File: config.mk
export PLATFORM = sky130hd
export DESIGN_NAME = bsph_fifo
export DESIGN_NICKNAME = d
export VERILOG_FILES = /design/src/sv/bsph_pkg.sv /design/src/sv/bsph_fifo.sv
export SDC_FILE = /design/constraint.sdc
export NUM_CORES = 1
export LEC_CHECK = 0
export BUFFER_PORTS_ARGS = -buffer_cell sky130_fd_sc_hd__buf_4
export CORE_ASPECT_RATIO = 1.1
export CORE_UTILIZATION = 40
export DETAILED_ROUTE_END_ITERATION = 12
export MAX_ROUTING_LAYER = met4
export SLEW_MARGIN = 20
export SYNTH_ARGS = -nofsm -noshare
export SYNTH_HDL_FRONTEND = slang
export SYNTH_SLANG_ARGS = --single-unit
File: constraint.sdc
create_clock -name clk -period 4 [get_ports clk]
set_input_delay 0.4 -clock clk [delete_from_list [all_inputs] [get_ports clk]]
set_output_delay 0.4 -clock clk [all_outputs]
set_load 0.05 [all_outputs]
File: src/sv/bsph_pkg.sv
`timescale 1ns / 1ps
package bsph_pkg;

    // Configuration register indexes
    localparam int CFG_IDX_W = 2;
    localparam int CFG_DATA_W = 32;
    localparam logic [CFG_IDX_W-1:0] REG_SCALE_X = 2'd0;
    localparam logic [CFG_IDX_W-1:0] REG_SCALE_Y = 2'd1;
    localparam logic [CFG_IDX_W-1:0] REG_SCALE_Z = 2'd2;
    localparam logic signed [CFG_DATA_W-1:0] SCALE_RESET = 32'sd65536;

    // Queue between the front and back parts
    localparam int Q_DEPTH = 4;
    localparam int Q_PTR_W = 2;
    localparam int Q_CNT_W = 3;

    localparam int NUM_EXTREMES = 6;
    localparam int RADIUS_W = 33;

    typedef struct packed {
        logic signed [31:0] vertex_x;
        logic signed [31:0] vertex_y;
        logic signed [31:0] vertex_z;
        logic               last_vertex;
    } in_item_t;

    typedef struct packed {
        logic signed [31:0]         center_x;
        logic signed [31:0]         center_y;
        logic signed [31:0]         center_z;
        logic [RADIUS_W-1:0]        sphere_radius;
    } result_t;

    typedef struct packed {
        logic               empty;
        logic [Q_CNT_W-1:0] count;
    } q_status_t;

endpackage

File: src/sv/bsph_fifo.sv
`timescale 1ns / 1ps
module bsph_fifo #(
    parameter int WIDTH = 97
) (
    input  logic                  clk,
    input  logic                  rst_n,
    input  logic                  wr_en,
    input  logic [WIDTH-1:0]      wr_data,
    input  logic                  rd_en,
    output logic [WIDTH-1:0]      rd_data,
    output bsph_pkg::q_status_t   status
);
    import bsph_pkg::*;

    logic [WIDTH-1:0]   mem_reg [Q_DEPTH];
    logic [Q_PTR_W-1:0] wr_ptr_reg, wr_ptr_next;
    logic [Q_PTR_W-1:0] rd_ptr_reg, rd_ptr_next;
    logic [Q_CNT_W-1:0] count_reg, count_next;

    always_comb
    begin
        wr_ptr_next = wr_en ? wr_ptr_reg + 1'b1 : wr_ptr_reg;
        rd_ptr_next = rd_en ? rd_ptr_reg + 1'b1 : rd_ptr_reg;
        count_next  = count_reg + Q_CNT_W'(wr_en) - Q_CNT_W'(rd_en);
    end

    always_ff @(posedge clk or negedge rst_n)
    begin
        if (!rst_n)
        begin
            wr_ptr_reg <= '0;
            rd_ptr_reg <= '0;
            count_reg  <= '0;
        end
        else
        begin
            wr_ptr_reg <= wr_ptr_next;
            rd_ptr_reg <= rd_ptr_next;
            count_reg  <= count_next;
        end
    end

    always_ff @(posedge clk)
    begin
        if (wr_en)
        begin
            mem_reg[wr_ptr_reg] <= wr_data;
        end
    end

    assign rd_data      = mem_reg[rd_ptr_reg];
    assign status.empty = (count_reg == '0);
    assign status.count = count_reg;

endmodule

==> flow_summary.toml <==
[status]
status = "finished clean"

[clock_network]
clkSinkCount = 395
cts_buffers = 41
path_clk_slew_ps = 60
cts-root-buf = "clkbuf_16"
ctsResizeCount = 0
clockBufferDepth = 3
htree_levels = 2
clk_latency_ps = 530
cts_tree = "done"

[die]
start_util = 0.407
die_height_um = 201
io-pin-count = 202
core.rowCount = 72
fp.dieW_um = 183
die-area_um2 = 36600
core_area_um2 = 35200

[synthesis]
synth.distinct_cells = 17
synthAdderAreaFrac = 0.00663
ys_ff_latch = 395
synth_top_family_by_area = "multiplexers"
async_flop_share = 0.0177
synth_top_area_frac = 0.812
synth_edf_count = 388
synthesis.area_um2 = 14300
synthFlopType = "edfxtp_1"
synth.area.mux_share = 0.152
ys_top_cells_by_count = "edfxtp_1 (388), mux4_2 (97), buf_2 (12)"
postSynthAreaPerCell_um2 = 26.6
synthTopCellsByArea = "edfxtp_1 (81%), mux4_2 (15%), dfrtp_1 (1.2%)"
synth-compound-area-share = 0.000349
synth_fp_nets = 648
yosys_warnings = 0
yosysMostFrequentCell = "edfxtp_1"
synthSimpleGateAreaFrac = 0.00262
syn_inst = 540
synth-xor-area-share = 0.00305
ys_seq_area_frac = 0.824
yosysTopAreaCell = "edfxtp_1"

[place]
portBuffers = 201
place_hpwl_mm = 16.4
place_congestion = 0.740
dp.cells = 1209

[pwr]
ir_worst_vdd_mv = 0.599
combPwrFrac = 0.389
pwr-share-seq = 0.382
p_int_mw = 9.51
power_switching_mw = 5.68
swShare = 0.374
power_density_nw_per_um2 = 857
leakagePower_nw = 6.01
clock_power_share = 0.229

[detailed_routing]
drt-pass1-iter-count = 4
routed_wl_mm = 27.4
viasPerCell = 4.96
wl_per_cell_um = 21.4
drtIter0Drc = 407
vias = 6351
ant_nets = 0
post-route-drc-count = 0

[cells_and_area]
nNetsFinal = 880
diodes = 0
final_cells = 1281
syn2layout_area_growth_pct = 23.5
largest_reg_flops = 388
fillers = 2794
drive_gt1_frac = 0.456

[sta]
rsz0062_at_grt = "false"
worstMarginPinSlew_ps = 966
max-slew-margin-rel = 0.356
setup_viol = 0
skew_ps = 20.7
fin_crit_sh = 0.741
max_freq_mhz = 338
hold_viol = 0
slew_viol_final = 0
setup-tns-final_ps = 0
period_minus_slack_ps = 2960

[worst_setup_path]
crit_buf_inv = 2
start_kind = "flip-flop"
rrSetupSlack_ps = 1780
cpMostUsedCell = "buf_4"
crit_start = "rd_ptr_reg[0]"
end_kind = "primary output"
max_stage_delay_ps = 840
cp_max_fo = 30
crit_path_end = "rd_data[57]"
crit_family = "flip-flops"
timing.rr.end = "mem_reg[0][47]"
path_cells = "buf_4 -> mux4_2 -> buf_4"
crit_required_ps = 3600
r2r-start = "wr_ptr_reg[0]"
crit_type = "flip-flop to primary output"
reg2reg_depth = 4
crit_cells = 3
crit_arrival_ps = 2560
slowest_stage = "dfrtp_4"

[worst_hold_path]
holdCritStartpoint = "wr_data[16]"
hold_path.class = "input pin to flip-flop"
hold_path_depth = 1

[grt]
grt_max_degree = 60
grt_usage = 0.159
grt_pass1_wl_mm = 42.2
grt_pass1_vias = 7340
antenna_found_initial = 0
grt-ovfl-total = 0

[job]
drv_cap = 0
==> worst min path at each step <==
stage / slack, ps / to
after floorplan: 100 / count_reg[0]
after global placement: 220 / rd_ptr_reg[0]
after detailed placement: 220 / count_reg[1]
after CTS: 30 / mem_reg[0][7]
after global routing: 30 / mem_reg[0][7]
final: 60 / mem_reg[3][16]
==> cell usage in the layout (no fill, tap or decap) <==
master	instances
inv_6	1
fa_1	1
xor2_1	2
clkbuf_16	43
xnor2_1	3
buf_12	6
o21ai_0	1
edfxtp_1	388
dfrtp_1	5
clkbuf_1	11
and2_4	4
nand2_1	2
dfrtp_4	2
ha_1	6
bufinv_16	1
buf_4	204
clkinv_1	8
clkinvlp_4	2
dlygate4sd3_1	1
inv_1	6
clkinv_2	5
mux4_2	97
nor3_1	1
==> layout make-up <==
| cell class | instances | area [um^2] | area share |
|---|---|---|---|
| tap | 481 | 602 | 0.0340 |
| multi-input combinational | 117 | 2380 | 0.134 |
| clock inverter | 17 | 109 | 0.00614 |
| clock buffer | 54 | 1120 | 0.0630 |
| timing repair buffer | 211 | 1660 | 0.0938 |
| inverter | 6 | 22.5 | 0.00127 |
| sequential | 395 | 11800 | 0.668 |
==> per-stage QoR <==
step	utilization	hold slack, ps	total power, mW	setup slack [ps]	cell area (um^2)
6_report	0.503	63.3	15.2	1040	17700
5_1_grt	0.503	32.4	15.8	821	17700
4_1_cts	0.503	29.9	15.4	905	17700
3_5_place_dp	0.468	219	11.9	1480	16500
3_3_place_gp	0.468	217	11.8	1520	16500
2_1_floorplan	-	104	10.2	669	14300
==> logic make-up (layout without fill, tap and decap cells) <==
kind of cell             count (synthesis)  count (layout)
multiplexers                            97              97
XOR/XNOR                                 5               5
buffers and inverters                   28             288
AO/OA/AOI/OAI                            1               1
flip-flops                             395             395
adder cells (fa/ha/maj)                  7               7
AND/OR/NAND/NOR                          7               7
==> layer usage <==
| metal | track usage | part of all wire |
|---|---|---|
| met5 | - | 0 |
| met1 | 0.178 | 0.38 |
| met3 | 0.0341 | 0.051 |
| met4 | 0.0570 | 0.027 |
| met2 | 0.280 | 0.54 |
==> power by group through the flow <==
stage / logic (mW) / clock network [mW] / registers (mW)
2_1_floorplan: 4.42 / 0 / 5.73
3_3_place_gp: 5.95 / 0 / 5.87
3_5_place_dp: 6.01 / 0 / 5.92
4_1_cts: 6.03 / 3.58 / 5.84
5_1_grt: 6.17 / 3.72 / 5.91
6_report: 5.91 / 3.47 / 5.81
==> timing repair <==
action | 4_1_cts | 5_1_grt
endpoints found under the hold margin | 7 | 0
setup buffers | 0 | 0
hold buffers | 1 | 0
No activity file was read; power rests on OpenSTA's default activity.
