## src/sv/bsph_pkg.sv

```systemverilog
`timescale 1ns / 1ps
package bsph_pkg;

    // Configuration register indexes
    localparam int CFG_IDX_W = 2;
    localparam int CFG_DATA_W = 32;
    localparam logic [CFG_IDX_W-1:0] REG_SCALE_X = 2'd0;
    localparam logic [CFG_IDX_W-1:0] REG_SCALE_Y = 2'd1;
    localparam logic [CFG_IDX_W-1:0] REG_SCALE_Z = 2'd2;
    localparam logic signed [CFG_DATA_W-1:0] SCALE_RESET = 32'sd65536;

    // Queue between the front and back parts
    localparam int Q_DEPTH = 4;
    localparam int Q_PTR_W = 2;
    localparam int Q_CNT_W = 3;

    localparam int NUM_EXTREMES = 6;
    localparam int RADIUS_W = 33;

    typedef struct packed {
        logic signed [31:0] vertex_x;
        logic signed [31:0] vertex_y;
        logic signed [31:0] vertex_z;
        logic               last_vertex;
    } in_item_t;

    typedef struct packed {
        logic signed [31:0]         center_x;
        logic signed [31:0]         center_y;
        logic signed [31:0]         center_z;
        logic [RADIUS_W-1:0]        sphere_radius;
    } result_t;

    typedef struct packed {
        logic               empty;
        logic [Q_CNT_W-1:0] count;
    } q_status_t;

endpackage

```

## src/sv/bsph_back.sv

```systemverilog
`timescale 1ns / 1ps
module bsph_back #(
    parameter int COORD_WIDTH = 32
) (
    input  logic                     clk,
    input  logic                     rst_n,
    input  bsph_pkg::q_status_t      q_status,
    input  logic [3*COORD_WIDTH:0]   q_data,
    output logic                     q_pop,
    output bsph_pkg::result_t        result,
    output logic                     empty,
    input  logic                     pop
);
    import bsph_pkg::*;

    localparam int CW  = COORD_WIDTH;
    localparam int H   = (CW + 1) / 2;
    localparam int DH  = CW - H;
    localparam int SW  = 2 * CW + 2;
    localparam int N   = CW + 1;
    localparam int RW  = N + 3;
    localparam int ITW = $clog2(N + 1);

    localparam logic [2:0] S_TRACK  = 3'd0;
    localparam logic [2:0] S_CENTER = 3'd1;
    localparam logic [2:0] S_DIFF   = 3'd2;
    localparam logic [2:0] S_MAC    = 3'd3;
    localparam logic [2:0] S_CMP    = 3'd4;
    localparam logic [2:0] S_SQRT   = 3'd5;
    localparam logic [2:0] S_DONE   = 3'd6;

    logic [2:0]           state_reg, state_next;
    logic                 first_reg, first_next;
    logic signed [CW-1:0] min_reg [3], min_next [3];
    logic signed [CW-1:0] max_reg [3], max_next [3];
    logic signed [CW-1:0] ext_reg [NUM_EXTREMES][3], ext_next [NUM_EXTREMES][3];
    logic signed [CW-1:0] c_reg [3], c_next [3];
    logic [2:0]           k_reg, k_next;
    logic [1:0]           a_reg, a_next;
    logic [1:0]           ph_reg, ph_next;
    logic [CW-1:0]        d_reg, d_next;
    logic [SW-1:0]        acc_reg, acc_next;
    logic [SW-1:0]        best_reg, best_next;
    logic [SW-1:0]        n_reg, n_next;
    logic [RW-1:0]        rem_reg, rem_next;
    logic [N-1:0]         root_reg, root_next;
    logic [ITW-1:0]       it_reg, it_next;
    result_t              res_reg, res_next;
    logic                 res_valid_reg, res_valid_next;

    logic signed [CW-1:0] p [3];
    logic                 p_last;
    logic signed [CW:0]   sum_c, diff;
    logic [SW-1:0]        term, best_new;
    logic [RW-1:0]        rem_sh, trial;
    logic signed [63:0]   c64;
    logic [63:0]          root64;

    assign p[0]   = q_data[CW-1:0];
    assign p[1]   = q_data[2*CW-1:CW];
    assign p[2]   = q_data[3*CW-1:2*CW];
    assign p_last = q_data[3*CW];
    assign q_pop  = (state_reg == S_TRACK) && !q_status.empty;

    always_comb
    begin
        state_next     = state_reg;
        first_next     = first_reg;
        min_next       = min_reg;
        max_next       = max_reg;
        ext_next       = ext_reg;
        c_next         = c_reg;
        k_next         = k_reg;
        a_next         = a_reg;
        ph_next        = ph_reg;
        d_next         = d_reg;
        acc_next       = acc_reg;
        best_next      = best_reg;
        n_next         = n_reg;
        rem_next       = rem_reg;
        root_next      = root_reg;
        it_next        = it_reg;
        res_next       = res_reg;
        res_valid_next = res_valid_reg && !pop;
        sum_c          = '0;
        diff           = (CW+1)'(ext_reg[k_reg][a_reg]) - (CW+1)'(c_reg[a_reg]);
        term           = '0;
        best_new       = (acc_reg > best_reg) ? acc_reg : best_reg;
        rem_sh         = {rem_reg[RW-3:0], n_reg[SW-1:SW-2]};
        trial          = RW'({root_reg, 2'b01});
        c64            = '0;
        root64         = 64'(root_reg);

        case (state_reg)
            S_TRACK:
            begin
                if (q_pop)
                begin
                    if (first_reg)
                    begin
                        min_next = p;
                        max_next = p;
                        for (int k = 0; k < NUM_EXTREMES; k++)
                            ext_next[k] = p;
                    end
                    else
                    begin
                        for (int a = 0; a < 3; a++)
                        begin
                            if (p[a] < min_reg[a])
                            begin
                                min_next[a]   = p[a];
                                ext_next[2*a] = p;
                            end
                            else if (p[a] > max_reg[a])
                            begin
                                max_next[a]     = p[a];
                                ext_next[2*a+1] = p;
                            end
                        end
                    end
                    first_next = p_last;
                    if (p_last)
                        state_next = S_CENTER;
                end
            end
            S_CENTER:
            begin
                for (int a = 0; a < 3; a++)
                begin
                    // half sum, truncated toward zero
                    sum_c     = (CW+1)'(min_reg[a]) + (CW+1)'(max_reg[a]);
                    sum_c     = sum_c + (CW+1)'(sum_c[CW]);
                    sum_c     = sum_c >>> 1;
                    c_next[a] = sum_c[CW-1:0];
                end
                k_next     = '0;
                a_next     = '0;
                acc_next   = '0;
                best_next  = '0;
                state_next = S_DIFF;
            end
            S_DIFF:
            begin
                d_next     = diff[CW] ? CW'(-diff) : diff[CW-1:0];
                ph_next    = '0;
                state_next = S_MAC;
            end
            S_MAC:
            begin
                // square of d from three partial products
                case (ph_reg)
                    2'd0: term = SW'(d_reg[H-1:0] * d_reg[H-1:0]);
                    2'd1: term = SW'(d_reg[CW-1:H] * d_reg[H-1:0]) << (H + 1);
                    default: term = SW'(d_reg[CW-1:H] * d_reg[CW-1:H]) << (2 * H);
                endcase
                acc_next = acc_reg + term;
                ph_next  = ph_reg + 2'd1;
                if (ph_reg == 2'd2)
                begin
                    if (a_reg == 2'd2)
                        state_next = S_CMP;
                    else
                    begin
                        a_next     = a_reg + 2'd1;
                        state_next = S_DIFF;
                    end
                end
            end
            S_CMP:
            begin
                best_next = best_new;
                acc_next  = '0;
                a_next    = '0;
                if (k_reg == 3'(NUM_EXTREMES - 1))
                begin
                    n_next     = best_new;
                    rem_next   = '0;
                    root_next  = '0;
                    it_next    = '0;
                    state_next = S_SQRT;
                end
                else
                begin
                    k_next     = k_reg + 3'd1;
                    state_next = S_DIFF;
                end
            end
            S_SQRT:
            begin
                n_next = n_reg << 2;
                if (rem_sh >= trial)
                begin
                    rem_next  = rem_sh - trial;
                    root_next = {root_reg[N-2:0], 1'b1};
                end
                else
                begin
                    rem_next  = rem_sh;
                    root_next = {root_reg[N-2:0], 1'b0};
                end
                it_next = it_reg + 1'b1;
                if (it_reg == ITW'(N - 1))
                    state_next = S_DONE;
            end
            S_DONE:
            begin
                if (!res_valid_reg)
                begin
                    for (int a = 0; a < 3; a++)
                    begin
                        c64 = 64'(c_reg[a]);
                        if (c64 > 64'sd2147483647)
                            c64 = 64'sd2147483647;
                        else if (c64 < -64'sd2147483648)
                            c64 = -64'sd2147483648;
                        case (a)
                            0: res_next.center_x = c64[31:0];
                            1: res_next.center_y = c64[31:0];
                            default: res_next.center_z = c64[31:0];
                        endcase
                    end
                    res_next.sphere_radius = (root64 > 64'h1_FFFF_FFFF) ?
                        {RADIUS_W{1'b1}} : root64[RADIUS_W-1:0];
                    res_valid_next = 1'b1;
                    state_next     = S_TRACK;
                end
            end
            default: state_next = S_TRACK;
        endcase
    end

    always_ff @(posedge clk or negedge rst_n)
    begin
        if (!rst_n)
        begin
            state_reg     <= S_TRACK;
            first_reg     <= 1'b1;
            res_valid_reg <= 1'b0;
            k_reg         <= '0;
            a_reg         <= '0;
            ph_reg        <= '0;
            it_reg        <= '0;
        end
        else
        begin
            state_reg     <= state_next;
            first_reg     <= first_next;
            res_valid_reg <= res_valid_next;
            k_reg         <= k_next;
            a_reg         <= a_next;
            ph_reg        <= ph_next;
            it_reg        <= it_next;
        end
    end

    always_ff @(posedge clk)
    begin
        min_reg  <= min_next;
        max_reg  <= max_next;
        ext_reg  <= ext_next;
        c_reg    <= c_next;
        d_reg    <= d_next;
        acc_reg  <= acc_next;
        best_reg <= best_next;
        n_reg    <= n_next;
        rem_reg  <= rem_next;
        root_reg <= root_next;
        res_reg  <= res_next;
    end

    assign result = res_reg;
    assign empty  = !res_valid_reg;

endmodule

```

## config.mk

```make
export PLATFORM = sky130hd
export DESIGN_NAME = bsph_back
export DESIGN_NICKNAME = d
export VERILOG_FILES = /design/src/sv/bsph_pkg.sv /design/src/sv/bsph_back.sv
export SDC_FILE = /design/constraint.sdc
export NUM_CORES = 2
export LEC_CHECK = 0
export BUFFER_PORTS_ARGS = -buffer_cell sky130_fd_sc_hd__buf_4
export CAP_MARGIN = 5
export CORE_ASPECT_RATIO = 0.75
export CORE_UTILIZATION = 55
export DETAILED_ROUTE_END_ITERATION = 7
export PLACE_DENSITY = 0.76
export SLEW_MARGIN = 20
export SYNTH_ARGS = -nofsm -noshare
export SYNTH_HDL_FRONTEND = slang
export SYNTH_SLANG_ARGS = --single-unit
```

## constraint.sdc

```tcl
create_clock -name clk -period 25.3 [get_ports clk]
set_input_delay 2.53 -clock clk [delete_from_list [all_inputs] [get_ports clk]]
set_output_delay 2.53 -clock clk [all_outputs]
set_load 0.02 [all_outputs]
```

==> qor.yml <==
outcome:
  run_status: "finished, final reports clean"
place:
  buffers_on_ports: 231
  gp_congestion: 0.957
  post_dp_cell_area_sq_mm: 0.0906
  detailedPlace.worstSlack_ps: 14820
  place.detailed.hpwl_microns: 175000
sta:
  tns_ps: 0
  hold_viol: 0
  highest_attainable_clock_frequency_mhz: 94.3
  timing.final.max_slew_violations: 0
  final.period_utilization: 0.419
  timing.final.crit_period_ps: 10600
  worst_slack_ps: 14700
  worstMarginPinSlew_ps: 1160
  setup-violations-final: 0
  relSlewSlack: 0.204
  fin_worst_skew_ps: 67.5
  grt_setup_unrepaired: "no"
grt:
  antenna_found_initial: 19
  number_of_global_route_vias_before_repair: 62900
  grt_remaining_overflow: 0
  groute.usage.overall: 0.293
  maximum_number_of_pins_on_one_net_before_global_route_repair: 192
  grt_first_pass_wirelength_microns: 363000
floorplanning:
  io_pins: 235
  design.die.area_sq_mm: 0.160
  start_util: 0.554
  die_height_microns: 347
  row_count: 126
  core_area_sq_mm: 0.157
  die_x_microns: 461
drt:
  drc: 0
  drc_violation_total_after_the_first_tritonroute_iteration: 6729
  wl_microns: 235000
  num_vias: 63000
  drt-wirelength-per-cell_microns: 22.5
  drt.antenna.violating_nets: 0
  via_per_inst: 6.03
  drt-pass1-iter-count: 8
clocking:
  clock_path_buffers: 3
  cts_resized: 0
  postCtsSetupBuffers: 0
  cts.root.buffer_cell: "sky130_fd_sc_hd__clkbuf_16"
  cts_hold_fix_bufs: 0
  clock_sink_count: 1116
  cts_tree: "done"
  cts-htree-levels: 3
  cts.clk_slew.worst_paths_ps: 70
  cts_buffers: 105
  clock_insertion_delay_worst_skew_ps: 770
synth:
  synth.yosys.seq_area_share: 0.384
  syn_avg_cell_area_sq_um: 10.6
  synth_top_area_cells: "sky130_fd_sc_hd__edfxtp_1 (38%), sky130_fd_sc_hd__fa_1 (12%), sky130_fd_sc_hd__ha_1 (11%), sky130_fd_sc_hd__inv_1 (4.8%), sky130_fd_sc_hd__mux4_2 (3.3%)"
  netlist.top_cell.by_area: "sky130_fd_sc_hd__edfxtp_1"
  synth_edf_count: 1098
  syn_area_sq_mm: 0.0871
  syn_nets: 9664
  yosysWarningCount: 0
  synth_seq_cells: 1116
  cells_after_synth: 8233
  synth_top_area_frac: 0.379
  synth.distinct_cells: 104
  synth_top_flop_cell: "sky130_fd_sc_hd__edfxtp_1"
  synthArstFlopShare: 0.0161
setup_path:
  cp_max_fo: 24
  critPathLaunch: "d_reg[12]"
  critical-path-slowest-cell: "sky130_fd_sc_hd__o311ai_0"
  rr_startpoint: "d_reg[12]"
  timing.critical_path.arrival_ps: 11090
  cp-start-kind: "flop"
  timing.critical_path.slowest_cell_delay_ps: 840
  endpoint_kind: "flop"
  worstPathRequired_ps: 25790
  worstSetupPathType: "flop to flop"
cells_and_area:
  post_route_cells_drive_above_1_share: 0.0823
  finish.utilization: 0.600
  synthToLayoutAreaGrowth_pct: 8.27
  largest_register_ffs: 384
  total_number_of_nets_in_the_final_design: 9670
  mostFrequentLayoutCells: "sky130_fd_sc_hd__inv_1 (1114), sky130_fd_sc_hd__edfxtp_1 (1098), sky130_fd_sc_hd__ha_1 (800)"
  final_instance_area_sq_mm: 0.0943
  mostFrequentLayoutCell: "sky130_fd_sc_hd__inv_1"
power:
  power.density_cell_area_mw_per_mm2: 40.1
  design_power_total_w: 0.00378
  leakage_nw: 40.9
  irDropWorstVdd_mv: 0.0674
min_path:
  startpoint_of_the_tightest_hold_check_path: "root_reg[5]"
  hold_path_class: "flop to flop"
run:
  drv.max_cap_violation_count: 0
path summary, 6_finish.rpt:
kind | end | slack (ps) | cells after the start
min | result[5] | 450 | 0
min reg2reg | result[5] | 450 | 0
max | acc_reg[64] | 14700 | 35
max in group asynchronous | first_reg | 23370 | 1
min in group asynchronous | res_valid_reg | 1650 | 1
max reg2reg | acc_reg[64] | 14700 | 35
per-layer routing:
metal,up-vias,global-route usage,wire length (microns)
met5,-,0,92
met4,14,0.117,10300
met3,515,0.0516,20300
met2,2934,0.465,108000
met1,31000,0.400,96600
li1,28600,-,-
through the flow:
stage | cells | hold WS [ps]
after floorplan | 8233 | 426
after global placement | 10200 | 433
after detailed placement | 10200 | 435
after CTS | 10400 | 449
after global routing | 10400 | 460
final | 10400 | 451
synth_stat cells, types with 20 or more instances:
master and number:
sky130_fd_sc_hd__fa_1 527, sky130_fd_sc_hd__mux4_2 128, sky130_fd_sc_hd__nand3_1 119, sky130_fd_sc_hd__nor4_1 24, sky130_fd_sc_hd__clkbuf_1 358, sky130_fd_sc_hd__nor3_1 90, sky130_fd_sc_hd__nor2b_1 79, sky130_fd_sc_hd__o21a_1 69
sky130_fd_sc_hd__nand2b_1 64, sky130_fd_sc_hd__and2_1 220, sky130_fd_sc_hd__mux2i_1 118, sky130_fd_sc_hd__a21oi_1 541, sky130_fd_sc_hd__nand2_1 614, sky130_fd_sc_hd__ha_1 800, sky130_fd_sc_hd__o211ai_1 35, sky130_fd_sc_hd__o21ai_0 247
sky130_fd_sc_hd__and3_1 52, sky130_fd_sc_hd__o21bai_1 39, sky130_fd_sc_hd__a211oi_1 37, sky130_fd_sc_hd__a31oi_1 56, sky130_fd_sc_hd__a21o_1 215, sky130_fd_sc_hd__o31ai_1 20, sky130_fd_sc_hd__nor2_1 576, sky130_fd_sc_hd__xor2_1 148
sky130_fd_sc_hd__o22ai_1 52, sky130_fd_sc_hd__nand4_1 97, sky130_fd_sc_hd__buf_1 30, sky130_fd_sc_hd__a2111oi_0 20, sky130_fd_sc_hd__edfxtp_1 1098, sky130_fd_sc_hd__a22oi_1 39, sky130_fd_sc_hd__or3_1 26, sky130_fd_sc_hd__inv_1 1115
sky130_fd_sc_hd__xnor2_1 254
power by group:
part	switching [W]	leakage [nW]	total [W]	internal, W
Clock	0.000747	1.75	0.00170	0.000953
Sequential	0.000000398	9.99	0.00201	0.00201
Combinational	0.0000414	29.2	0.0000677	0.0000263
Total	0.000789	40.9	0.00378	0.00299
cells by family after synthesis:
logic type | Yosys count | synth area share
AND/OR/NAND/NOR | 2055 | 0.113
AO/OA/AOI/OAI | 1550 | 0.113
buffers and inverters | 1530 | 0.0663
adder cells (fa/ha/maj) | 1327 | 0.236
flip-flops | 1116 | 0.384
XOR/XNOR | 402 | 0.0404
multiplexers | 253 | 0.0476
critical path: cells and delay by family (launching register included):
kind | cells | cell delay, ps
flip-flops | 1 | 320
XOR/XNOR | 2 | 350
adder cells (fa/ha/maj) | 8 | 3690
AND/OR/NAND/NOR | 5 | 960
AO/OA/AOI/OAI | 15 | 3910
buffers and inverters | 5 | 1070
layout make-up:
type,count,area (sq um)
clock inverters,73,945
well taps,2112,2640
clock buffers,123,2720
multi-input cells,5587,48000
flip-flops and latches,1116,33400
inverters,1125,4230
diodes,8,20.0
repair buffers,304,2300
fillers,12600,62900
No activity file was read; power rests on OpenSTA's default activity.
